$ cat src/design/weighted_5x5_stencil_filter_top_defines.svh
// Assertion macros of the weighted 5x5 stencil filter, used by its top-level design file.
// Depends on nothing; included by the modules that carry assertions.
`ifndef WEIGHTED_5X5_STENCIL_FILTER_TOP_DEFINES_SVH
`define WEIGHTED_5X5_STENCIL_FILTER_TOP_DEFINES_SVH

// Same-cycle implication, checked outside reset.
`define W5S_ASSERT_NOW(label, clk, rstn, ante, cons) \
    label: assert property (@(posedge clk) disable iff (!(rstn)) (ante) |-> (cons)) \
        else $error("w5s assertion failed");

// Next-cycle implication, checked outside reset.
`define W5S_ASSERT_NEXT(label, clk, rstn, ante, cons) \
    label: assert property (@(posedge clk) disable iff (!(rstn)) (ante) |=> (cons)) \
        else $error("w5s assertion failed");

`endif

$ cat src/design/w5s_pkg.sv
// Package of the weighted 5x5 stencil filter: widths, types and register codes.
// Depends on nothing; used by every module of the block but the line store memory.
`timescale 1ns / 1ps

package w5s_pkg;

    localparam int SAMPLE_W    = 16;
    localparam int SUM_W       = 23;
    localparam int ROW_W       = 16;
    localparam int CCOL_W      = 10;
    localparam int CFG_WIDTH_W = 11;
    localparam int CFG_DATA_W  = 16;
    localparam int CFG_INDEX_W = 1;
    localparam int WIN         = 5;
    localparam int LINES       = WIN - 1;
    localparam int MARGIN      = 2;
    localparam int PSUM_W      = SAMPLE_W + 2;
    localparam int FIFO_DEPTH  = 8;
    localparam int FIFO_AW     = 3;
    localparam int FIFO_CW     = 4;

    typedef logic [SAMPLE_W-1:0]       sample_t;
    typedef logic [LINES*SAMPLE_W-1:0] line_col_t;

    typedef enum logic [CFG_INDEX_W-1:0] {
        CFG_IMAGE_WIDTH  = 1'b0,
        CFG_IMAGE_HEIGHT = 1'b1
    } cfg_reg_t;

    // Control that travels with an item through the pipeline.
    typedef struct packed {
        logic              emit;
        logic              eof;
        logic [ROW_W-1:0]  center_row;
        logic [CCOL_W-1:0] center_col;
    } tag_t;

    typedef struct packed {
        logic [SUM_W-1:0]  weighted_sum;
        logic [ROW_W-1:0]  center_row;
        logic [CCOL_W-1:0] center_col;
        logic              end_of_frame;
    } result_t;

endpackage

$ cat src/design/w5s_window.sv
// 5x5 window registers and the two-stage weighted adder tree.
// Depends on w5s_pkg.
`timescale 1ns / 1ps

module w5s_window (
    input  logic                     aclk,
    input  logic                     aresetn,
    input  logic                     in_valid,
    input  w5s_pkg::line_col_t       in_col,
    input  w5s_pkg::sample_t         in_px,
    input  w5s_pkg::tag_t            in_tag,
    output logic                     done_valid,
    output w5s_pkg::tag_t            done_tag,
    output logic [w5s_pkg::SUM_W-1:0] done_sum
);

    localparam int CROSS_W  = w5s_pkg::PSUM_W + 3;
    localparam int CENTER_W = w5s_pkg::SAMPLE_W + 4;

    w5s_pkg::sample_t win_reg [w5s_pkg::WIN][w5s_pkg::WIN];
    logic             w_valid_reg;
    w5s_pkg::tag_t    w_tag_reg;

    logic                        p_valid_reg;
    w5s_pkg::tag_t               p_tag_reg;
    logic [w5s_pkg::PSUM_W-1:0]  p_corner_reg;
    logic [w5s_pkg::PSUM_W-1:0]  p_edge_reg [3];
    logic [w5s_pkg::PSUM_W-1:0]  p_diag_reg;
    logic [CROSS_W-1:0]          p_cross5_reg;
    logic [CENTER_W-1:0]         p_center10_reg;

    logic [w5s_pkg::PSUM_W-1:0]  cross_sum;

    function automatic logic [w5s_pkg::PSUM_W-1:0] sum4(
        input w5s_pkg::sample_t a,
        input w5s_pkg::sample_t b,
        input w5s_pkg::sample_t c,
        input w5s_pkg::sample_t d
    );
        return w5s_pkg::PSUM_W'(a) + w5s_pkg::PSUM_W'(b)
             + w5s_pkg::PSUM_W'(c) + w5s_pkg::PSUM_W'(d);
    endfunction

    // Shift left and load the new column, oldest line on top.
    always_ff @(posedge aclk) begin
        if (in_valid) begin
            for (int i = 0; i < w5s_pkg::WIN; i++) begin
                for (int j = 0; j < w5s_pkg::WIN - 1; j++) begin
                    win_reg[i][j] <= win_reg[i][j+1];
                end
            end
            for (int i = 0; i < w5s_pkg::LINES; i++) begin
                win_reg[i][w5s_pkg::WIN-1] <= in_col[i*w5s_pkg::SAMPLE_W +: w5s_pkg::SAMPLE_W];
            end
            win_reg[w5s_pkg::WIN-1][w5s_pkg::WIN-1] <= in_px;
        end
    end

    assign cross_sum = sum4(win_reg[1][2], win_reg[2][1], win_reg[2][3], win_reg[3][2]);

    // Group the symmetric kernel by weight: 1, 2, 4, 5 and 10.
    always_ff @(posedge aclk) begin
        w_tag_reg      <= in_tag;
        p_tag_reg      <= w_tag_reg;
        p_corner_reg   <= sum4(win_reg[0][0], win_reg[0][4], win_reg[4][0], win_reg[4][4]);
        p_edge_reg[0]  <= sum4(win_reg[0][1], win_reg[0][2], win_reg[0][3], win_reg[1][0]);
        p_edge_reg[1]  <= sum4(win_reg[4][1], win_reg[4][2], win_reg[4][3], win_reg[1][4]);
        p_edge_reg[2]  <= sum4(win_reg[2][0], win_reg[3][0], win_reg[2][4], win_reg[3][4]);
        p_diag_reg     <= sum4(win_reg[1][1], win_reg[1][3], win_reg[3][1], win_reg[3][3]);
        p_cross5_reg   <= (CROSS_W'(cross_sum) << 2) + CROSS_W'(cross_sum);
        p_center10_reg <= (CENTER_W'(win_reg[2][2]) << 3) + (CENTER_W'(win_reg[2][2]) << 1);
    end

    always_ff @(posedge aclk) begin
        if (!aresetn) begin
            w_valid_reg <= 1'b0;
            p_valid_reg <= 1'b0;
        end else begin
            w_valid_reg <= in_valid;
            p_valid_reg <= w_valid_reg;
        end
    end

    always_comb begin
        done_sum = w5s_pkg::SUM_W'(p_corner_reg)
                 + ((w5s_pkg::SUM_W'(p_edge_reg[0]) + w5s_pkg::SUM_W'(p_edge_reg[1])
                   + w5s_pkg::SUM_W'(p_edge_reg[2])) << 1)
                 + (w5s_pkg::SUM_W'(p_diag_reg) << 2)
                 + w5s_pkg::SUM_W'(p_cross5_reg)
                 + w5s_pkg::SUM_W'(p_center10_reg);
    end

    assign done_valid = p_valid_reg;
    assign done_tag   = p_tag_reg;

endmodule

$ cat config.mk
export PLATFORM = sky130hd
export DESIGN_NAME = w5s_window
export DESIGN_NICKNAME = d
export VERILOG_FILES = /design/src/design/weighted_5x5_stencil_filter_top_defines.svh /design/src/design/w5s_pkg.sv /design/src/design/w5s_window.sv
export SDC_FILE = /design/constraint.sdc
export NUM_CORES = 1
export LEC_CHECK = 0
export ABC_AREA = 1
export BUFFER_PORTS_ARGS = -buffer_cell sky130_fd_sc_hd__buf_2
export CAP_MARGIN = 20
export CORE_ASPECT_RATIO = 2
export CORE_MARGIN = 4
export CORE_UTILIZATION = 55
export DETAILED_ROUTE_END_ITERATION = 16
export PLACE_DENSITY = 0.7
export RECOVER_POWER = 25
export SLEW_MARGIN = 20
export SYNTH_ARGS = -nofsm -noshare
export SYNTH_HDL_FRONTEND = slang
export SYNTH_SLANG_ARGS = --single-unit
$ cat constraint.sdc
create_clock -name aclk -period 11.85 [get_ports aclk]
set_input_delay 1.185 -clock aclk [delete_from_list [all_inputs] [get_ports aclk]]
set_output_delay 1.185 -clock aclk [all_outputs]
set_load 0.05 [all_outputs]
==> Yosys cells after proc, flatten, opt, wreduce, memory -nomap -nowiden <==
Memories as Yosys holds them, arrays and structs flattened.
Index checks and enable logic that the tools add are counted.
{ "word_totals": {"output_inout_bits": 52, "ff_bits": 135, "ram_bits": 454, "mem_count": 2, "wordCells": 44} }
{ "classes": {"mux": 2, "addsub": 26} }
{ "memory_table": {"columns": ["memory", "words", "word_bits", "rd", "rd_ports_with_merged_regs", "wr", "line_no", "text"], "rows": [
  ["win_reg", 5, 80, 5, 0, 5, "w5s_window.sv:20", "w5s_pkg::sample_t win_reg [w5s_pkg::WIN][w5s_pkg::WIN];"],
  ["p_edge_reg", 3, 18, 3, 0, 3, "w5s_window.sv:27", "logic [w5s_pkg::PSUM_W-1:0] p_edge_reg [3];"]
]} }
{ "ops": {"columns": ["operator", "n"], "rows": [
  ["$add A17 B16 Y18", 6],
  ["$add A18 B16 Y18", 6],
  ["$add A16 B16 Y17", 6],
  ["$add A22 B20 Y23", 1],
  ["$add A23 B20 Y23", 1],
  ["$add A23 B21 Y23", 1],
  ["$add A18 B21 Y22", 1],
  ["$add A20 B18 Y21", 1],
  ["$add A19 B17 Y20", 1],
  ["$add A19 B18 Y20", 1],
  ["$add A18 B18 Y19", 1],
  ["$mux W1", 2]
]} }

==> Logic depth before layout (Yosys ltp) <==
An unclocked memory read counts as a cell.
{ "logic_depth": {"word_depth": 7, "depth_mapped": 25, "depth_no_buf": 25} }

==> Worst setup path before layout <==
OpenSTA, ideal clock, no wires.
{ "synth_path": {"kind": "flip-flop to output port", "startpoint": "memory p_edge_reg[0][1] (netlist name)", "endpoint": "output port done_sum[21] (netlist name)", "arrival_time_ps": 4827, "slack_ps": 5838, "n_path_buf": 0, "t_required_ps": 10665, "stages_incl_launch_ff": 23, "cell_sequence": "dfxtp_1 -> inv_1 -> fa_1 -> inv_1 -> ha_1 -> fa_1 -> inv_1 -> nor2_1 -> nor2_1 -> o21ai_0 -> nand3_1 -> nand2_1 -> nand2_1 -> nand2_1 -> fa_1 -> inv_1 -> ha_1 -> ha_1 -> nand2_1 -> nor4_1 -> nand4_1 -> nand3_1 -> xor2_1"} }
{ "synth_rtl": {"columns": ["item", "line_no", "text"], "rows": [
  ["start, declared", "w5s_window.sv:27", null],
  ["end, declared", "w5s_window.sv:14", "output logic [w5s_pkg::SUM_W-1:0] done_sum"]
]} }

==> results_dict.tcl <==
set metrics [dict create \
    outcome "complete, no violations" \
    area_growth_pct 11.84 \
    insertion_delay_ns 0.61 \
    dp.cells 2909 \
    avgRoutedWirePerCell_um 22.02 \
    ys_seq_area_frac 0.5496 \
    hold_buffers 0 \
    start_kind "register" \
    synth_cell_types 41 \
    io_pins 163 \
    critPathRequiredTime_ns 10.67 \
    finClkSkew_ns 0.02860 \
    max_freq_ghz 0.1456 \
    drive_above_1_share 0.1182 \
    dr.pass1.iters 5 \
    grt-ovfl-total 0 \
    slowest_delay_ns 0.55 \
    critPathCaptureType "output pin" \
    cap_violations 0 \
    cts_setup_buffers 0 \
    relSlewSlack 0.2538 \
    grt_max_degree 195 \
    hold_violations 0 \
    grt_usage 0.2418 \
    drc 0 \
    die_h_um 331.1 \
    clock_path_buffers 3 \
    cp_max_fo 5 \
    grt_pass1_vias 17670 \
    io_buffers 162 \
    use_met3 0.02572 \
    grt_pass1_wl_um 100700 \
    yosysWarningCount 0 \
    stdcell_count 3004 \
    finalCriticalPeriod_ns 6.869 \
    busiest_layer "met2" \
    netlist_instances 2085 \
    cts.sinks 588 \
    vias 16120 \
    final_cell_mix "edfxtp_1 (400), nand2_1 (269), fa_1 (269)" \
    rsz0062_at_grt "no" \
    async_reset_ff_frac 0 \
    arrival_ns 5.68 \
    tightest_slew_ns 1.119 \
    crit_chain "inv_1 > fa_1 > inv_1 > ha_1 > fa_1 > inv_1 > nor2_1 > nor2_1 > o21ai_0 > nand3_1 > nand2_1 > nand2_1 > nand2_1 > fa_1 > inv_1 > ha_1 > ha_1 > nand2_1 > nor4_1 > nand4_1 > nand3_1 > xor2_1 > buf_2" \
    period_share 0.5796 \
    grt_antenna_before_repair 0 \
    grtUsageMet1 0.2404 \
    worst_hold_slack_ns 0.3262 \
    start_util 0.5555 \
    gr-usage-met2 0.4543 \
    hpwlAfterDp_um 52690 \
    first_iter_violations 1025 \
    synth_top_cells_by_area "edfxtp_1 (42%), fa_1 (19%), dfxtp_1 (13%), ha_1 (7.6%), nand2_1 (3.5%)" \
    coreArea_um2 51670 \
    path_buf_inv 5 \
    htreeDepth 2 \
    crit_family "adder cells" \
    setup-tns-final_ns 0 \
    cts_tree "yes" \
    synth-edff-count 400 \
    ctsResizeCount 0 \
    min_path_type "reg2reg" \
    die_w_um 169.5 \
    dieArea_um2 56130 \
    numCtsBuffers 51 \
    final_common_cell "edfxtp_1" \
    num_antenna_cells 0 \
    netlist.area_leader.share 0.4184 \
    clk_pin_slew_ns 0.06 \
    ys_ff_latch 588 \
    report.final.slew_viol_count 0 \
    ant_nets 0 \
    gp_congestion 0.9443 \
    syn_area_um2 28710 \
    vias_per_cell 5.365 \
    critPathSlowestCell "fa_1" \
    synth_nets 2639 \
    syn-mean-instance-area_um2 13.77 \
    setup_violations 0 \
    path_class "reg2out" \
    wl_um 66140 \
    num-nets-final 2857 \
    ys.flop_type "edfxtp_1" \
    cts_root_buf "clkbuf_16" \
    largest_reg_flops 400 \
    yosysTopAreaCell "edfxtp_1" \
    rows 118 \
]
metal layers:
| metal | up-vias | part of all wire |
|---|---|---|
| met5 | - | 0 |
| met2 | 460 | 0.55 |
| met1 | 7954 | 0.33 |
| li1 | 7538 | - |
| met4 | 0 | 0.094 |
| met3 | 163 | 0.033 |
Yosys cell counts, types with 5 or more instances:
cell type	number
o21ai_1	10
o21ai_0	39
inv_1	236
nand3_1	62
a21o_1	12
fa_1	269
a211oi_1	5
nand2_2	8
nand4_1	13
a21oi_1	132
nor3_1	12
o31ai_1	8
nor2_1	40
o21ai_2	7
edfxtp_1	400
nand2_1	269
xor2_1	87
a21boi_0	6
a31oi_1	16
nor2_2	5
ha_1	174
dfxtp_1	188
xnor2_1	45
o21bai_1	7
final cells by class:
class / count / area (um^2)
Fill cell: 3934 / 19570
Timing Repair Buffer: 165 / 875.8
Clock inverter: 25 / 281.5
Sequential cell: 588 / 15780
Inverter: 240 / 900.9
Tap cell: 660 / 825.8
Clock buffer: 69 / 1415
Multi-Input combinational cell: 1257 / 12030
metrics by stage:
stage / instance area [um^2] / utilization / worst slack (ns)
final: 32100 / 0.6213 / 4.981
after detailed placement: 30380 / 0.5879 / 5.657
after global routing: 32100 / 0.6213 / 4.632
after global placement: 30380 / 0.5879 / 5.711
after CTS: 32080 / 0.6207 / 4.997
after floorplan: 28710 / - / 5.838
worst paths after layout:
kind                                        from          endpoint  slack, ns  depth (start not counted)
worst max-delay path            p_edge_reg[0][1]      done_sum[21]       4.98                         23
worst max register to register   win_reg[0][113]  p_cross5_reg[18]       7.35                         19
worst min register to register      w_tag_reg[6]       done_tag[6]       0.33                          0
worst min-delay path                w_tag_reg[6]       done_tag[6]       0.33                          0
cells by family after synthesis:
family / Yosys count / synth area share
xor gates and xnor gates: 132 / 0.04028
buffers and inverters: 240 / 0.03138
AOI/OAI and AO/OA: 260 / 0.05244
DFF: 588 / 0.5496
adders and majority gates: 443 / 0.2634
and+or+nand+nor: 422 / 0.06290
Power is left out: the tool's default activity adds up to more than one toggle a clock period on the data nets, which glitch-free logic cannot reach.
