**src/design/weighted_5x5_stencil_filter_top_defines.svh**
```systemverilog
// Assertion macros of the weighted 5x5 stencil filter, used by its top-level design file.
// Depends on nothing; included by the modules that carry assertions.
`ifndef WEIGHTED_5X5_STENCIL_FILTER_TOP_DEFINES_SVH
`define WEIGHTED_5X5_STENCIL_FILTER_TOP_DEFINES_SVH

// Same-cycle implication, checked outside reset.
`define W5S_ASSERT_NOW(label, clk, rstn, ante, cons) \
    label: assert property (@(posedge clk) disable iff (!(rstn)) (ante) |-> (cons)) \
        else $error("w5s assertion failed");

// Next-cycle implication, checked outside reset.
`define W5S_ASSERT_NEXT(label, clk, rstn, ante, cons) \
    label: assert property (@(posedge clk) disable iff (!(rstn)) (ante) |=> (cons)) \
        else $error("w5s assertion failed");

`endif

```
**src/design/w5s_pkg.sv**
```systemverilog
// Package of the weighted 5x5 stencil filter: widths, types and register codes.
// Depends on nothing; used by every module of the block but the line store memory.
`timescale 1ns / 1ps

package w5s_pkg;

    localparam int SAMPLE_W    = 16;
    localparam int SUM_W       = 23;
    localparam int ROW_W       = 16;
    localparam int CCOL_W      = 10;
    localparam int CFG_WIDTH_W = 11;
    localparam int CFG_DATA_W  = 16;
    localparam int CFG_INDEX_W = 1;
    localparam int WIN         = 5;
    localparam int LINES       = WIN - 1;
    localparam int MARGIN      = 2;
    localparam int PSUM_W      = SAMPLE_W + 2;
    localparam int FIFO_DEPTH  = 8;
    localparam int FIFO_AW     = 3;
    localparam int FIFO_CW     = 4;

    typedef logic [SAMPLE_W-1:0]       sample_t;
    typedef logic [LINES*SAMPLE_W-1:0] line_col_t;

    typedef enum logic [CFG_INDEX_W-1:0] {
        CFG_IMAGE_WIDTH  = 1'b0,
        CFG_IMAGE_HEIGHT = 1'b1
    } cfg_reg_t;

    // Control that travels with an item through the pipeline.
    typedef struct packed {
        logic              emit;
        logic              eof;
        logic [ROW_W-1:0]  center_row;
        logic [CCOL_W-1:0] center_col;
    } tag_t;

    typedef struct packed {
        logic [SUM_W-1:0]  weighted_sum;
        logic [ROW_W-1:0]  center_row;
        logic [CCOL_W-1:0] center_col;
        logic              end_of_frame;
    } result_t;

endpackage

```
**src/design/w5s_out_fifo.sv**
```systemverilog
// Result queue between the adder tree and the output channel.
// Depends on w5s_pkg.
`timescale 1ns / 1ps

module w5s_out_fifo (
    input  logic                          aclk,
    input  logic                          aresetn,
    input  logic                          push,
    input  w5s_pkg::result_t              push_data,
    input  logic                          pop,
    output logic                          out_valid,
    output w5s_pkg::result_t              out_data,
    output logic [w5s_pkg::FIFO_CW-1:0]   count
);

    w5s_pkg::result_t                 slot_reg [w5s_pkg::FIFO_DEPTH];
    logic [w5s_pkg::FIFO_AW-1:0]      wr_ptr_reg, wr_ptr_next;
    logic [w5s_pkg::FIFO_AW-1:0]      rd_ptr_reg, rd_ptr_next;
    logic [w5s_pkg::FIFO_CW-1:0]      count_reg, count_next;

    always_comb begin
        wr_ptr_next = push ? wr_ptr_reg + 1'b1 : wr_ptr_reg;
        rd_ptr_next = pop ? rd_ptr_reg + 1'b1 : rd_ptr_reg;
        count_next  = count_reg + w5s_pkg::FIFO_CW'(push) - w5s_pkg::FIFO_CW'(pop);
    end

    always_ff @(posedge aclk) begin
        if (push) begin
            slot_reg[wr_ptr_reg] <= push_data;
        end
    end

    always_ff @(posedge aclk) begin
        if (!aresetn) begin
            wr_ptr_reg <= '0;
            rd_ptr_reg <= '0;
            count_reg  <= '0;
        end else begin
            wr_ptr_reg <= wr_ptr_next;
            rd_ptr_reg <= rd_ptr_next;
            count_reg  <= count_next;
        end
    end

    assign out_valid = (count_reg != '0);
    assign out_data  = slot_reg[rd_ptr_reg];
    assign count     = count_reg;

endmodule

```
**config.mk**
```make
export PLATFORM = sky130hd
export DESIGN_NAME = w5s_out_fifo
export DESIGN_NICKNAME = d
export VERILOG_FILES = /design/src/design/weighted_5x5_stencil_filter_top_defines.svh /design/src/design/w5s_pkg.sv /design/src/design/w5s_out_fifo.sv
export SDC_FILE = /design/constraint.sdc
export NUM_CORES = 1
export LEC_CHECK = 0
export BUFFER_PORTS_ARGS = -buffer_cell sky130_fd_sc_hd__buf_2
export CORE_MARGIN = 4
export CORE_UTILIZATION = 25
export DETAILED_ROUTE_END_ITERATION = 12
export PLACE_DENSITY = 0.38
export SYNTH_ARGS = -nofsm -noshare
export SYNTH_HDL_FRONTEND = slang
export SYNTH_SLANG_ARGS = --single-unit
```
**constraint.sdc**
```tcl
create_clock -name aclk -period 12.4 [get_ports aclk]
set_input_delay 1.86 -clock aclk [delete_from_list [all_inputs] [get_ports aclk]]
set_output_delay 1.86 -clock aclk [all_outputs]
set_load 0.03 [all_outputs]
```
Word-level counts from Yosys, hierarchy flattened

Memories as Yosys holds them, arrays and structs flattened. A register that Yosys moved wholly into a read port is not among the register bits.
Index checks and enable logic that the tools add are counted.

Add/subtract/negate cells: 4
Multiplexer cells: 4
Reduce and logical (&&, ||, !) cells: 1

Operators by type and width:

| operator                                    | count |
|---|---|
| adder 3 x 1 -> 3 bit, second input constant | 2 |
| 2-to-1 mux 3 bit                            | 2 |
| adder 4 x 1 -> 4 bit                        | 1 |
| nonzero test 4 bit                          | 1 |
| subtractor 4 x 1 -> 4 bit                   | 1 |
| 2-to-1 mux 1 bit                            | 2 |

Bits of input ports: 54
Register bits: 10
Memory bits (writable): 400
Memories: 1

Memory list:

| name     | depth | bits a word | rd ports | clocked after memory_dff | write ports | line               | text |
|---|---|---|---|---|---|---|---|
| slot_reg | 8     | 50          | 1        | 1                        | 1           | w5s_out_fifo.sv:16 | `w5s_pkg::result_t slot_reg [w5s_pkg::FIFO_DEPTH];` |

Depth between registers and ports, before layout

Gate-level depths: netlist of the first run.

Depth after elaboration: 3
Gate-level depth with buffers: 8
Mapped depth without buffers: 8

Worst setup path before layout of the first run

OpenSTA, ideal clock, no wires.

Kind: input -> register
From: input push
To: memory slot_reg[0][0] in the netlist's numbering (enable)
Slack: 6.514 ns
Buffers on the path: 0
Cell stages on the path: 2
Arrival time: 5.366 ns
Setup time: 0.519 ns
Cells stage by stage: nand2b_1 nor3_1

Longest elaborated chain between the ends: 2

Ends and longest elaborated chain:

| item                                   | line               | text |
|---|---|---|
| start: declaration                     | w5s_out_fifo.sv:8  | `input logic push,` |
| 2-to-1 mux 1 bit                       | w5s_out_fifo.sv:28 | `if (push) begin` |
| 2-to-1 mux 1 bit (implied by the code) | w5s_out_fifo.sv:29 | `slot_reg[wr_ptr_reg] <= push_data;` |
| end: declaration                       | w5s_out_fifo.sv:16 |  |

No other way between the ends.

==> results of run 1 <==
## cell usage in the layout, fill, tap and decap left out, types with 9 or more instances in the layout
cell type and n:
clkbuf_16 49, clkinv_1 10, buf_4 15, clkbuf_1 14, buf_2 108, mux4_1 100
clkinv_2 9, mux2_2 50, edfxtp_1 400, dfxtp_1 10
## per-stage QoR
stage	hold slack (ns)	instances	total power, mW	utilization (%)	setup WS (ns)
final	0.558	1677	3.27	30.3	6.97
after detailed placement	0.554	1585	1.94	27.9	7.37
after CTS	0.564	1675	3.34	30.3	6.75
after floorplan	0.512	645	1.83	-	6.51
after global placement	0.544	1585	1.93	27.9	7.38
after global routing	0.602	1675	3.41	30.3	6.76
## critical path, delay by kind of cell, from the launching register on
family / cells / cell delay, ns
mux: 2 / 0.97
buf+inv: 2 / 1.07
flops: 1 / 0.91
## cell type report
cell class / instances / area (µm²) / share of cell area [%]
well taps: 846 / 1060 / 5.53
flip-flops and latches: 413 / 12300 / 64.2
clock buffers: 63 / 1280 / 6.68
multi-input cells: 196 / 3580 / 18.7
repair buffers: 123 / 653 / 3.41
clock inverters: 27 / 258 / 1.35
diodes: 2 / 5.00 / 0.0261
inverters: 7 / 26.3 / 0.137
## layer usage
layer	global-route usage (%)	vias up
met5	0	-
met2	17.3	104
met1	15.1	3693
li1	-	3124
met3	2.63	69
met4	3.11	2
## report_power, final
group          total [mW]  switching, mW  leakage, nW  internal (mW)
registers            1.59         0.0185         3.74           1.57
clock network        1.38          0.548        0.751          0.829
logic               0.303          0.185         1.72          0.118
total                3.27          0.751         6.22           2.52
## path summary, 6_finish.rpt
check | startpoint | endpoint | slack, ns | cells past startpoint
worst max register to register | wr_ptr_reg[0]$_SDFFE_PN0P_ | slot_reg[7][31]$_DFFE_PP_ | 9.95 | 3
worst min-delay path | rd_ptr_reg[1]$_SDFFE_PN0P_ | register | 0.56 | 2
worst min register to register | rd_ptr_reg[1]$_SDFFE_PN0P_ | register | 0.56 | 2
worst max-delay path | register | out_data[5] | 6.97 | 4
## cells by family after synthesis
group                    Yosys count  synth area share, %
flip-flops                       413                 76.6
multiplexers                     153                 20.1
buffers and inverters             36                 1.37
AND/OR/NAND/NOR                   28                0.898
adder cells (fa/ha/maj)            8                0.672
XOR/XNOR                           5                0.273
AO/OA/AOI/OAI                      2               0.0781
==> impl_metrics.toml, run 1 <==
[status]
outcome = "complete, no violations"

[grt]
grt_usage_pct = 10.9
antenna_found_initial = 3
grt-ovfl-total = 0
grt_max_degree = 58
grt_pass1_vias = 7613
grt_pass1_wl_mm = 53.5

[worst_setup_path]
worst_path_max_delay_cell = "dfxtp_4"
cpPeakStageDelay_ns = 0.91
path_cells = "buf_4 -> mux4_1 -> mux2_2 -> buf_2"
worstPathMaxFanout = 54
critical_path_required_ns = 10.54
cp.arrival_ns = 3.57
worstSetupPathType = "reg -> out"
start_kind = "register"
endpoint_kind = "primary output"

[clocking]
ctsResizeCount = 0
htree_levels = 2
insertion_delay_ns = 0.57
cts_setup_buffers = 0
clock-sinks = 413
clk_pin_slew_ns = 0.05
clk_path_buf_depth = 3
cts-buffers-inserted = 48
postCtsHoldBufs = 0
clockRootBuffer = "clkbuf_16"
cts_tree = "built"

[synthesis]
ys_warn_count = 0
synth_ff_type = "edfxtp_1"
synth.cell_area_um2 = 16000
synth.distinct_cells = 23
synth_nets = 707
synth-seq-cells = 413
synth_top_area_cell = "edfxtp_1"
postSynthAreaPerCell_um2 = 24.8
synthCells = 645
synth-edff-count = 400
yosysTopAreaCellShare_pct = 75.0
synth_area_leaders = "edfxtp_1, mux4_1, mux2_2, dfxtp_1, buf_6"
yosysMostFrequentCell = "edfxtp_1"
synthArstFlopShare_pct = 0
seq_area_frac_synth_pct = 76.6
synth_common_cells = "edfxtp_1, mux4_1, mux2_2, dfxtp_1, buf_6"

[timing]
worstMarginPinSlew_ns = 1.06
rsz0062_at_grt = "false"
min_period_over_period_pct = 43.8
setup_viol_count_final = 0
skew_ns = 0.0114
drv_slew = 0
fin_crit_ns = 5.43
max_freq_mhz = 184
maxSlewHeadroom_pct = 29.4
timing.setup.tns_ns = 0
finalHoldViolCount = 0

[placement]
gp_congestion = 0.626
dpl.hpwl_mm = 18.8
portBuffers = 108
placedInstanceArea_um2 = 17600

[die]
design.die.area_um2 = 68200
coreArea_um2 = 63200
die_w_um = 261
start_util_pct = 25.3
io_pins = 109
dieHeight_um = 261
rows = 92

[routing]
drcViolationCount = 0
wl_met2_mm = 17.4
wl_mm = 37.2
wl_per_cell_um = 22.2
num_vias = 6992
antenna_left = 0
drtIter0Drc = 315
dr_wl_met3_mm = 1.46
top_layer_used = "met5"
vias_per_cell = 4.17
wl_met1_mm = 17.5
drtPass1Iterations = 4

[flow_run]
drv_cap = 0

[layout]
drive_gt1_share_pct = 30.2
final_area_um2 = 19100
nets = 851
nFillCells = 6084
area_growth_pct = 19.5
largest_reg_flops = 400

[worst_hold_path]
hold_class = "reg -> reg"

[pwr]
ir_worst_vdd_mv = 0.0874
power.leakage_nw = 6.22
powerDensity_nw_per_um2 = 171
(Power assumes the default switching activity.)
==> run 2: changes to the inputs <==
clock period = 5.5 ns   (was 12.4 ns; I/O delays follow)
==> run 2 against run 1 <==
Combinational power rose by 120%. Cell count rose by 0.42%. Global-route usage fell by 0.21 points. Power rose by 130%. Clock power rose by 140%. Routed wire length fell by 1.9%. Register-to-register slack got worse by 6.9 ns. Highest routed layer unchanged.
==> impl_metrics.toml, run 2 (synthesis gave the netlist of run 1 again) <==
[die]
coreArea_um2 = 63200
die_w_um = 261
dieHeight_um = 261
start_util_pct = 25.3
design.die.area_um2 = 68200
io_pins = 109
rows = 92

[grt]
grt_usage_pct = 10.7
antenna_found_initial = 5
grt-ovfl-total = 0
grt_max_degree = 75
grt_pass1_vias = 7758
grt_pass1_wl_mm = 53.4

[clocking]
clock-sinks = 413
clockRootBuffer = "clkbuf_16"
cts_setup_buffers = 0
cts_tree = "built"
ctsResizeCount = 0
clk_path_buf_depth = 3
postCtsHoldBufs = 0
cts-buffers-inserted = 50
insertion_delay_ns = 0.58
clk_pin_slew_ns = 0.06
htree_levels = 2

[routing]
vias_per_cell = 4.22
num_vias = 7114
top_layer_used = "met5"
drtIter0Drc = 357
wl_met2_mm = 17.8
antenna_left = 0
drtPass1Iterations = 5
wl_per_cell_um = 21.6
drcViolationCount = 0
dr_wl_met3_mm = 1.54
wl_met1_mm = 16.4
wl_mm = 36.5

[layout]
final_common_cell = "edfxtp_1"
largest_reg_flops = 400
drive_gt1_share_pct = 31.0
area_growth_pct = 20.6
final_area_um2 = 19300
final_util_pct = 30.6
layout_common_cells = "edfxtp_1, buf_2, mux4_1"
nets = 856

[timing]
rsz0062_at_grt = "false"
maxSlewHeadroom_pct = 27.0
skew_ns = 0.00836
fin_crit_ns = 3.69
worstMarginPinSlew_ns = 1.09
max_freq_mhz = 271
drv_slew = 0
setup_viol_count_final = 0
min_period_over_period_pct = 67.1
finalHoldViolCount = 0
timing.setup.tns_ns = 0

[worst_setup_path]
cpPeakStageDelay_ns = 0.65
endpoint_kind = "primary output"
worstPathMaxFanout = 24
critical_path_required_ns = 4.68
r2r-end = "slot_reg[1][47]$_DFFE_PP_"
cp.arrival_ns = 2.87
timing.rr.start = "wr_ptr_reg[0]$_SDFFE_PN0P_"
r2r_cells = 3
worstSetupPathType = "reg -> out"
r2r_slack_ns = 3.10
path_cells = "buf_4 -> mux4_1 -> mux2_2 -> buf_2"
start_kind = "register"
worst_path_max_delay_cell = "dfxtp_4"

[flow_run]
drv_cap = 0

[pwr]
power.leakage_nw = 6.29
powerDensity_nw_per_um2 = 391
ir_worst_vdd_mv = 0.246

[worst_hold_path]
min_to = "slot_reg[0][19]$_DFFE_PP_"
min_from = "push_data[19]"
hold_path_depth = 1
hold_class = "in -> reg"

[status]
outcome = "complete, no violations"

[placement]
portBuffers = 108
placedInstanceArea_um2 = 17700
gp_congestion = 0.632
dpl.hpwl_mm = 19.2
run 2: cell types whose count changed in the layout (fill, tap and decap cells not counted):
cell | previous run | this run
clkinvlp_4 | 1 | 2
clkinv_2 | 9 | 7
inv_16 | 0 | 1
clkinv_4 | 0 | 2
clkbuf_16 | 49 | 51
buf_12 | 0 | 3
bufinv_16 | 5 | 6
clkbuf_1 | 14 | 11
inv_8 | 0 | 1
diode_2 | 2 | 3
run 2: cell type report:
class,instances,area (µm²)
Multi-Input combinational cell,196,3580
Inverter,7,26.3
Fill cell,6096,43900
Antenna cell,3,7.51
Clock buffer,62,1320
Tap cell,846,1060
Clock inverter,31,334
Sequential cell,413,12300
Timing Repair Buffer,126,713
run 2: stage by stage:
stage | setup slack [ns] | instances | hold slack [ns] | total power [mW]
after global routing | 1.69 | 1681 | 0.488 | 7.88
after floorplan | 0.649 | 645 | 0.512 | 4.12
after global placement | 2.33 | 1588 | 0.523 | 4.36
final | 1.81 | 1684 | 0.521 | 7.56
after detailed placement | 2.32 | 1588 | 0.526 | 4.36
after CTS | 1.71 | 1681 | 0.465 | 7.71
run 2: worst max-delay path, delay by kind of cell, from the launching register on:
kind	cells	cell delay, ns
multiplexers	2	0.94
flip-flops	1	0.65
buffers and inverters	2	0.69
run 2: routing by layer:
layer,GRT usage (%),vias up
met5,0,-
li1,-,3139
met1,13.8,3796
met2,18.0,115
met4,3.10,4
met3,2.69,60
run 2: worst max-delay path by stage:
stage,cells after the start,end,slack (ns)
after detailed placement,4,slot_reg[1][45]$_DFFE_PP_,2.32
final,4,out_data[44],1.81
after CTS,4,out_data[44],1.71
after floorplan,2,slot_reg[0][0]$_DFFE_PP_,0.65
after global routing,4,out_data[44],1.69
after global placement,4,out_data[44],2.33
run 2: report_power, final:
part	internal [mW]	switching (mW)	leakage [nW]	total (mW)
registers	3.54	0.0559	3.74	3.60
logic	0.269	0.404	1.75	0.673
clock network	1.99	1.30	0.803	3.29
total	5.80	1.76	6.29	7.56
==> run 3: changes to the inputs <==
ABC_AREA = 1   (was not set)
clock period = 3.5 ns   (was 5.5 ns; I/O delays follow)
==> run 3 against run 2 <==
Routed wire length up 29%. Combinational power up 120%. Clock-buffer cell count down 3. Clock power up 50%. Sequential share of layout area down 5.8 points. Highest routed layer unchanged. Power up 58%.
==> impl_metrics.toml, run 3 <==
[worst_setup_path]
r2r_cells = 3
r2r-end = "slot_reg[6][33]$_DFFE_PP_"
cp.arrival_ns = 2.57
r2r_slack_ns = 1.73
endpoint_kind = "primary output"
worstSetupPathType = "reg -> out"
worstPathMaxFanout = 190
critical_path_required_ns = 2.97
timing.rr.start = "wr_ptr_reg[0]$_SDFFE_PN0P_"
start_kind = "register"

[routing]
wl_mm = 46.9
drtPass1Iterations = 5
drtIter0Drc = 707
num_vias = 11638
vias_per_cell = 4.00
wl_per_cell_um = 16.1
antenna_left = 0
drcViolationCount = 0

[grt]
grt_usage_pct = 12.1
grt_pass1_wl_mm = 72.1
grt_pass1_vias = 11704
grt-ovfl-total = 0
grt_max_degree = 191
antenna_found_initial = 5

[timing]
skew_ns = 0.0161
setup_viol_count_final = 0
finalHoldViolCount = 0
worstMarginPinSlew_ns = 1.00
max_freq_mhz = 324
min_period_over_period_pct = 88.3
worst_hold_slack_ns = 0.219
fin_crit_ns = 3.09
maxSlewHeadroom_pct = 33.2
rsz0062_at_grt = "false"
timing.setup.tns_ns = 0
drv_slew = 0

[worst_hold_path]
hold_path_depth = 1
min_from = "push_data[49]"
min_to = "slot_reg[1][49]$_DFFE_PP_"
hold_class = "in -> reg"

[synthesis]
yosysTopAreaCellShare_pct = 65.9
seq_area_frac_synth_pct = 67.4
ys_warn_count = 0
synth-seq-cells = 413
synth.distinct_cells = 17
postSynthAreaPerCell_um2 = 10.1
synthCells = 1808
synth_nets = 1870
synth_top_area_cell = "edfxtp_1"
synth.cell_area_um2 = 18200
synth_area_leaders = "edfxtp_1, nand2_1, inv_1, nand3_1, buf_6"
synth-edff-count = 400
yosysMostFrequentCell = "nand2_1"
synth_ff_type = "edfxtp_1"
synthArstFlopShare_pct = 0
synth_common_cells = "nand2_1, inv_1, edfxtp_1, nand3_1, buf_6"

[die]
io_pins = 109
die_w_um = 278
design.die.area_um2 = 77200
coreArea_um2 = 71900
rows = 98
dieHeight_um = 278
start_util_pct = 25.4

[layout]
nFillCells = 7531
area_growth_pct = 16.8
multi_input_area_um2 = 3800
drive_gt1_share_pct = 11.1
layout_common_cells = "nand2_1, inv_1, edfxtp_1"
final_common_cell = "nand2_1"
regArea_um2 = 12300
final_area_um2 = 21300
nets = 1978
final_cells = 2909
largest_reg_flops = 400

[placement]
portBuffers = 108
dp_cells = 2815
placedInstanceArea_um2 = 19700
gp_congestion = 0.716
dpl.hpwl_mm = 24.0

[clocking]
clk_pin_slew_ns = 0.06
clock-sinks = 413
cts_tree = "built"
clockRootBuffer = "clkbuf_16"
htree_levels = 2
cts_setup_buffers = 0
insertion_delay_ns = 0.58
ctsResizeCount = 0
clk_path_buf_depth = 3
cts-buffers-inserted = 49
postCtsHoldBufs = 0

[pwr]
power.leakage_nw = 9.52
ir_worst_vdd_mv = 0.293
power_mw = 12.0
powerDensity_nw_per_um2 = 563

[status]
outcome = "complete, no violations"

[flow_run]
drv_cap = 0
[run 3: worst max path at each step]
stage | endpoint | slack, ns | from | cells after the start
2_1_floorplan | slot_reg[0][0]$_DFFE_PP_ | 0.05 | push | 3
3_3_place_gp | out_data[27] | 0.98 | register | 7
3_5_place_dp | out_data[27] | 0.99 | register | 7
4_1_cts | out_data[27] | 0.33 | register | 7
5_1_grt | out_data[27] | 0.17 | register | 7
6_report | out_data[27] | 0.41 | register | 7
[run 3: cell families after synthesis]
family | synth area share (%)
AOI/OAI and AO/OA | 0.302
xor gates and xnor gates | 0.0481
adders and majority gates | 0.591
buffers and inverters | 12.1
DFF | 67.4
and+or+nand+nor | 19.6
[run 3: layout make-up]
| type | count | area share [%] |
|---|---|---|
| timing repair buffer | 133 | 4.07 |
| tap | 950 | 5.59 |
| multi-input combinational | 901 | 17.9 |
| antenna | 3 | 0.0353 |
| clock inverter | 32 | 1.25 |
| clock buffer | 59 | 6.04 |
| sequential | 413 | 57.7 |
| inverter | 418 | 7.42 |
[run 3: per-layer routing]
layer	share of wire, %	vias to the layer above	GRT usage, %
li1	-	5840	-
met1	46	5569	15.6
met2	48	163	20.8
met3	3.8	64	2.19
met4	2.2	2	3.48
met5	0.015	-	0
[run 3: per-stage QoR]
step           worst slack [ns]  utilization (%)
4_1_cts                   0.327             29.6
6_report                  0.409             29.6
3_5_place_dp              0.990             27.4
2_1_floorplan            0.0502                -
3_3_place_gp              0.975             27.4
5_1_grt                   0.167             29.6
[run 3: critical path: stages, from the launching register on]
cell and delay (ns):
dfxtp_4 0.45, buf_12 0.66, nand2_1 0.14, nand3_1 0.12, nand2_1 0.07, nand2_1 0.05
nand2_1 0.16, buf_2 0.22
[run 3: report_power, final]
part / total [mW] / switching [mW] / internal [mW]
Sequential: 5.59 / 0.0395 / 5.55
Combinational: 1.46 / 1.06 / 0.399
Clock: 4.93 / 2.02 / 2.90
